[config.mk]
export PLATFORM = sky130hd
export DESIGN_NAME = ndef_message_parser_unit
export DESIGN_NICKNAME = d
export VERILOG_FILES = /design/src/sv/ndefmp_pkg.sv /design/src/sv/ndef_message_parser_unit.sv
export SDC_FILE = /design/constraint.sdc
export NUM_CORES = 1
export LEC_CHECK = 0
export ABC_AREA = 0
export BUFFER_PORTS_ARGS = -buffer_cell sky130_fd_sc_hd__buf_4
export CAP_MARGIN = 20
export CORE_MARGIN = 4
export CORE_UTILIZATION = 60
export CTS_CLUSTER_DIAMETER = 30
export DETAILED_ROUTE_END_ITERATION = 10
export PLACE_DENSITY = 0.85
export SLEW_MARGIN = 10
export SYNTH_ARGS = -nofsm -noshare
export SYNTH_HDL_FRONTEND = slang
export SYNTH_SLANG_ARGS = --single-unit
[constraint.sdc]
create_clock -name clk -period 3.95 [get_ports clk]
set_input_delay 0.1975 -clock clk [delete_from_list [all_inputs] [get_ports clk]]
set_output_delay 0.1975 -clock clk [all_outputs]
set_load 0.005 [all_outputs]
[src/sv/ndefmp_pkg.sv]
package ndefmp_pkg;

  localparam logic [2:0] SEC_HDR  = 3'd0;
  localparam logic [2:0] SEC_TLEN = 3'd1;
  localparam logic [2:0] SEC_PLEN = 3'd2;
  localparam logic [2:0] SEC_ILEN = 3'd3;
  localparam logic [2:0] SEC_TYPE = 3'd4;
  localparam logic [2:0] SEC_ID   = 3'd5;
  localparam logic [2:0] SEC_PAY  = 3'd6;

  localparam logic [2:0] ERR_NONE     = 3'd0;
  localparam logic [2:0] ERR_TRUNC    = 3'd1;
  localparam logic [2:0] ERR_MB       = 3'd2;
  localparam logic [2:0] ERR_AFTER_ME = 3'd3;
  localparam logic [2:0] ERR_NO_ME    = 3'd4;

  localparam int unsigned HDR_MB_BIT = 7;
  localparam int unsigned HDR_ME_BIT = 6;
  localparam int unsigned HDR_SR_BIT = 4;
  localparam int unsigned HDR_IL_BIT = 3;
  localparam logic [7:0]  HDR_TNF_MASK = 8'h07;

  typedef struct packed {
    logic [7:0] byte_out;
    logic [2:0] section;
    logic [2:0] record_tnf;
    logic       record_end;
    logic       message_ok;
    logic [2:0] error_code;
  } result_t;

endpackage

[src/sv/ndef_message_parser_unit.sv]
// channel | valid     | stall     | payload
// in      | in_valid  | in_stall  | data_byte, last_byte
// out     | out_valid | out_stall | byte_out, section, record_tnf, record_end,
//         |           |           | message_ok, error_code
//
// one byte per cycle while in_stall is low; each result is registered in the output register,
// or in the skid register while the output is stalled; parse state is updated in the accepting cycle
// a one-entry skid register behind the output register takes one more byte
// while the output is stalled; in_stall is that skid register being full
// rst is synchronous and returns the parser to expect a first header
// a byte with last_byte set also returns the parse state to its reset value
module ndef_message_parser_unit (
  input  logic       clk,
  input  logic       rst,
  input  logic       in_valid,
  output logic       in_stall,
  input  logic [7:0] data_byte,
  input  logic       last_byte,
  output logic       out_valid,
  input  logic       out_stall,
  output logic [7:0] byte_out,
  output logic [2:0] section,
  output logic [2:0] record_tnf,
  output logic       record_end,
  output logic       message_ok,
  output logic [2:0] error_code
);
  import ndefmp_pkg::*;

  typedef struct packed {
    logic [2:0]  phase;
    logic [31:0] bytes_left;
    logic        done;
  } enter_t;

  logic [2:0]  phase;
  logic [31:0] bytes_left;
  logic [7:0]  type_len_reg;
  logic [7:0]  id_len_reg;
  logic [31:0] payload_len_reg;
  logic [1:0]  len_byte_count;
  logic        short_flag;
  logic        id_present;
  logic        end_flag_seen;
  logic        expect_first;
  logic        msg_closed;
  logic [2:0]  sticky_error;
  logic [2:0]  tnf_reg;

  logic [2:0]  phase_next;
  logic [31:0] bytes_left_next;
  logic [7:0]  type_len_reg_next;
  logic [7:0]  id_len_reg_next;
  logic [31:0] payload_len_reg_next;
  logic [1:0]  len_byte_count_next;
  logic        short_flag_next;
  logic        id_present_next;
  logic        end_flag_seen_next;
  logic        expect_first_next;
  logic        msg_closed_next;
  logic [2:0]  sticky_error_next;
  logic [2:0]  tnf_reg_next;

  result_t     res;
  result_t     out_reg;
  result_t     skid_reg;
  logic        skid_valid;
  logic        in_fire;
  logic        out_fire;

  function automatic enter_t enter_content(input logic [2:0] sec, input logic [7:0] tl,
                                           input logic [7:0] il, input logic [31:0] pl);
    enter_t e;
    e.done = 1'b0;
    if (sec <= SEC_TYPE && tl != 8'd0) begin
      e.phase = SEC_TYPE;
      e.bytes_left = {24'd0, tl};
    end else if (sec <= SEC_ID && il != 8'd0) begin
      e.phase = SEC_ID;
      e.bytes_left = {24'd0, il};
    end else if (sec <= SEC_PAY && pl != 32'd0) begin
      e.phase = SEC_PAY;
      e.bytes_left = pl;
    end else begin
      e.phase = SEC_HDR;
      e.bytes_left = 32'd0;
      e.done = 1'b1;
    end
    return e;
  endfunction

  assign in_stall = skid_valid;
  assign in_fire  = in_valid && !skid_valid;
  assign out_fire = out_valid && !out_stall;

  always_comb begin
    enter_t     e;
    logic       fin;
    logic       done;
    logic [2:0] err;
    e = '0;
    fin = 1'b0;
    done = 1'b0;
    phase_next           = phase;
    bytes_left_next      = bytes_left;
    type_len_reg_next    = type_len_reg;
    id_len_reg_next      = id_len_reg;
    payload_len_reg_next = payload_len_reg;
    len_byte_count_next  = len_byte_count;
    short_flag_next      = short_flag;
    id_present_next      = id_present;
    end_flag_seen_next   = end_flag_seen;
    expect_first_next    = expect_first;
    msg_closed_next      = msg_closed;
    tnf_reg_next         = tnf_reg;
    err                  = sticky_error;

    unique case (phase)
      SEC_HDR: begin
        if (msg_closed) begin
          if (err == ERR_NONE) err = ERR_AFTER_ME;
        end else if (data_byte[HDR_MB_BIT] != expect_first) begin
          if (err == ERR_NONE) err = ERR_MB;
        end
        end_flag_seen_next   = data_byte[HDR_ME_BIT];
        short_flag_next      = data_byte[HDR_SR_BIT];
        id_present_next      = data_byte[HDR_IL_BIT];
        tnf_reg_next         = 3'(data_byte & HDR_TNF_MASK);
        type_len_reg_next    = 8'd0;
        id_len_reg_next      = 8'd0;
        payload_len_reg_next = 32'd0;
        len_byte_count_next  = 2'd0;
        phase_next           = SEC_TLEN;
      end
      SEC_TLEN: begin
        type_len_reg_next    = data_byte;
        payload_len_reg_next = 32'd0;
        len_byte_count_next  = 2'd0;
        phase_next           = SEC_PLEN;
      end
      SEC_PLEN: begin
        payload_len_reg_next = {payload_len_reg[23:0], data_byte};
        if (short_flag) begin
          fin = 1'b1;
        end else begin
          fin = (len_byte_count == 2'd3);
          len_byte_count_next = len_byte_count + 2'd1;
        end
        if (fin) begin
          if (id_present) begin
            phase_next = SEC_ILEN;
          end else begin
            e = enter_content(SEC_TYPE, type_len_reg, id_len_reg, payload_len_reg_next);
            phase_next = e.phase;
            bytes_left_next = e.bytes_left;
            done = e.done;
          end
        end
      end
      SEC_ILEN: begin
        id_len_reg_next = data_byte;
        e = enter_content(SEC_TYPE, type_len_reg, data_byte, payload_len_reg);
        phase_next = e.phase;
        bytes_left_next = e.bytes_left;
        done = e.done;
      end
      SEC_TYPE, SEC_ID, SEC_PAY: begin
        bytes_left_next = bytes_left - 32'd1;
        if (bytes_left_next == 32'd0) begin
          e = enter_content(phase + 3'd1, type_len_reg, id_len_reg, payload_len_reg);
          phase_next = e.phase;
          bytes_left_next = e.bytes_left;
          done = e.done;
        end
      end
      default: begin
        phase_next = SEC_HDR;
      end
    endcase

    if (done) begin
      expect_first_next = 1'b0;
      msg_closed_next   = end_flag_seen_next;
    end

    if (last_byte) begin
      if (!done) begin
        if (err == ERR_NONE) err = ERR_TRUNC;
      end else if (!msg_closed_next) begin
        if (err == ERR_NONE) err = ERR_NO_ME;
      end
    end
    sticky_error_next = err;

    res.byte_out   = data_byte;
    res.section    = phase;
    res.record_tnf = tnf_reg_next;
    res.record_end = done;
    res.message_ok = last_byte && (err == ERR_NONE);
    res.error_code = err;
  end

  always_ff @(posedge clk) begin
    if (rst || (in_fire && last_byte)) begin
      phase           <= SEC_HDR;
      bytes_left      <= 32'd0;
      type_len_reg    <= 8'd0;
      id_len_reg      <= 8'd0;
      payload_len_reg <= 32'd0;
      len_byte_count  <= 2'd0;
      short_flag      <= 1'b0;
      id_present      <= 1'b0;
      end_flag_seen   <= 1'b0;
      expect_first    <= 1'b1;
      msg_closed      <= 1'b0;
      sticky_error    <= ERR_NONE;
      tnf_reg         <= 3'd0;
    end else if (in_fire) begin
      phase           <= phase_next;
      bytes_left      <= bytes_left_next;
      type_len_reg    <= type_len_reg_next;
      id_len_reg      <= id_len_reg_next;
      payload_len_reg <= payload_len_reg_next;
      len_byte_count  <= len_byte_count_next;
      short_flag      <= short_flag_next;
      id_present      <= id_present_next;
      end_flag_seen   <= end_flag_seen_next;
      expect_first    <= expect_first_next;
      msg_closed      <= msg_closed_next;
      sticky_error    <= sticky_error_next;
      tnf_reg         <= tnf_reg_next;
    end
  end

  // output register with one skid entry behind it
  always_ff @(posedge clk) begin
    if (rst) begin
      out_valid  <= 1'b0;
      skid_valid <= 1'b0;
    end else begin
      if (skid_valid) begin
        if (out_fire) begin
          out_reg    <= skid_reg;
          skid_valid <= 1'b0;
        end
      end else if (in_fire) begin
        if (!out_valid || out_fire) begin
          out_reg   <= res;
          out_valid <= 1'b1;
        end else begin
          skid_reg   <= res;
          skid_valid <= 1'b1;
        end
      end else if (out_fire) begin
        out_valid <= 1'b0;
      end
    end
  end

  assign byte_out   = out_reg.byte_out;
  assign section    = out_reg.section;
  assign record_tnf = out_reg.record_tnf;
  assign record_end = out_reg.record_end;
  assign message_ok = out_reg.message_ok;
  assign error_code = out_reg.error_code;

`ifndef SYNTHESIS
  a_skid_behind_out: assert property (@(posedge clk) disable iff (rst)
    skid_valid |-> out_valid)
    else $error("skid entry held without an output item");

  a_last_resets: assert property (@(posedge clk) disable iff (rst)
    in_fire && last_byte |=> phase == SEC_HDR && sticky_error == ERR_NONE && expect_first)
    else $error("parse state not cleared after last byte");

  a_error_sticky: assert property (@(posedge clk) disable iff (rst)
    sticky_error != ERR_NONE && !(in_fire && last_byte) |=> sticky_error == $past(sticky_error))
    else $error("sticky error changed within a message");

  a_ok_clean: assert property (@(posedge clk) disable iff (rst)
    out_valid && message_ok |-> error_code == ERR_NONE && record_end)
    else $error("message_ok on a faulty or open record");

  a_idle_holds: assert property (@(posedge clk) disable iff (rst)
    !in_fire |=> $stable(phase) && $stable(bytes_left))
    else $error("parse state moved without an input item");
`endif

endmodule

==> reports/qor.csv <==
metric,value,unit
outcome,"finished, final reports clean",
nFillCells,971,
start_util,62.2,%
fin_tns_setup,0,ns
synthFlopType,dfxtp_1,
cts_tree,done,
max_slew.worst_pin.slew,1.03,ns
cp-endpoint,bytes_left[27],
drt-initial-drc-count,1388,
yosys.cell_count.top_type,dfxtp_1,
layout_min_cycle_time,3.61,ns
antenna_found_initial,0,
slew_violations,0,
grt_overflow,0,
grt_pass1_wl,36200,µm
die_area,14500,µm²
start_kind,flop,
p_leak,3.03,nW
crit_fanout,17,
drcViolationCount,0,
clk_path_buf_depth,2,
synth.top_cell.area_share,25.8,%
synthesis.nets,922,
die_x,120,µm
insertedDiodeCount,0,
fmax,277,MHz
cp.arrival,3.94,ns
wire_per_inst,21.0,µm
io_pins,34,
numCtsBuffers,17,
r2r-start,bytes_left[0],
synth-edff-count,38,
cts-root-buf,clkbuf_16,
finalSetupViolCount,0,
avgViaCountPerCell,6.87,
max-vdd-ir-drop,352,µV
layout.cells.non_filler,1086,
fin_crit_sh,91.3,%
cap_violations,0,
row_count,40,
fin_worst_skew,0.00605,ns
grt_pass1_vias,6629,
first_pass_iters,7,
ff2ff_path_depth,10,
cts_setup_buffers,0,
rrSetupSlack,0.34,ns
num_vias,7462,
die_height,120,µm
grt_usage,31.5,%
final_hold_viol_count,0,
clock_sinks,136,
crit_path_end_kind,flop,
crit_required,4.28,ns
ys_async_sr_fraction,0,%
syn-instance-count,900,
synthDistinctLibCells,70,
fp.coreArea,12200,µm²
htree_levels,4,
dp_hpwl,15500,µm
synth_area_leader_cell,dfxtp_1,
ys_top_cells_by_area,"dfxtp_1 26%, edfxtp_1 15%, a21oi_1 5.2%, nand2_1 4.7%, o21ai_0 4.3%",
holdCritStartpoint,data_byte[4],
hold_path_class,in -> reg,
clkTransAtPathRegs,0.06,ns
syn_area,7590,µm²
slew_headroom,31.5,%
syn_area_per_cell,8.43,µm²
gp_routability_congestion,1.07,
portBuffers,33,
synth_commonest_cells,"98 x dfxtp_1, 96 x nand2_1, 79 x a21oi_1",
insertion_delay,0.42,ns
dp.cells,1053,
ys_warn_count,0,
power_density,454,nW/µm²
crit_type,reg -> reg,
rsz0062_at_grt,false,
whs,0.0463,ns
drt-total-wl,22800,µm
grt_max_degree,62,
ys_seq_area_share,40.9,%
multi_input_comb_area,4180,µm²
syn2layout_area_growth,12.6,%
r2r-end,bytes_left[27],
drive_gt1_share,13.9,%
ys_ff_latch,136,
ant_nets,0,
seqCellArea,3100,µm²
cp-startpoint,bytes_left[0],
nets,927,
==> metrics by stage <==
step	cell area, µm²	setup WS, ns	util, %	power (mW)
2_1_floorplan	7590	0.684	-	2.08
3_3_place_gp	7950	0.608	65.1	2.28
3_5_place_dp	7950	0.468	65.1	2.29
4_1_cts	8550	0.444	70.0	3.86
5_1_grt	8550	0.0532	70.0	4.02
6_report	8550	0.344	70.0	3.88
==> repair_timing <==
item,4_1_cts,5_1_grt
resized for setup,0,0
hold buffers,1,0
endpoints found under the hold margin,1,0
==> routing by layer <==
layer	GRT usage [%]	vias up	routed length (µm)
met5	0	-	0
met3	10.1	86	3010
met4	13.2	0	896
li1	-	3374	-
met2	44.7	526	9670
met1	44.2	3476	9240
==> power breakdown <==
group / internal [mW] / switching [mW]
Clock: 0.988 / 0.592
Combinational: 0.263 / 0.515
Sequential: 1.48 / 0.0430
==> worst min-delay path by stage <==
stage	end	slack, ns	cells after the start
global route	skid_reg[15]	0.03	1
global placement	out_valid	0.43	2
detailed placement	out_valid	0.43	2
CTS	skid_reg[15]	0.04	1
finish	skid_reg[15]	0.05	1
floorplan	out_valid	0.27	1
==> placed cells by master (no fill, tap or decap), drive strengths merged, types with 16 or more instances in the layout <==
cell / netlist / final
a211oi: 16 / 16
a21oi: 79 / 79
a221oi: 18 / 18
a22oi: 23 / 23
buf: 14 / 56
clkbuf: 57 / 19
dfxtp: 98 / 98
edfxtp: 38 / 38
nand2: 97 / 97
nand3: 48 / 48
nor2: 73 / 73
nor3: 45 / 45
nor4: 24 / 24
o21ai: 71 / 71
==> area by class of cell <==
class                   instances  share of cell area (%)
well taps                     168                    2.46
inverters                      11                   0.483
multi-input cells             682                    48.9
clock buffers                  19                    5.07
repair buffers                 57                    5.04
flip-flops and latches        136                    36.3
clock inverters                13                    1.79
==> cell families after synthesis <==
logic type	share of synthesized area [%]
simple gates	23.7
mux	3.00
buf+inv	4.48
flops	40.9
xor+xnor	1.85
compound gates	24.6
fa+ha+maj	1.48
==> worst max-delay path, cell delays in order, from the launching register on <==
cell and delay (ns):
dfxtp_1 0.45, inv_1 0.12, ha_1 0.29, nor3b_2 0.50
nand4_1 0.33, or4_1 0.53, and3_1 0.22, nand2_2 0.20
o31a_2 0.41, o211ai_1 0.22, o21ai_0 0.24
Note: power is estimated with default switching activity, not from simulation.
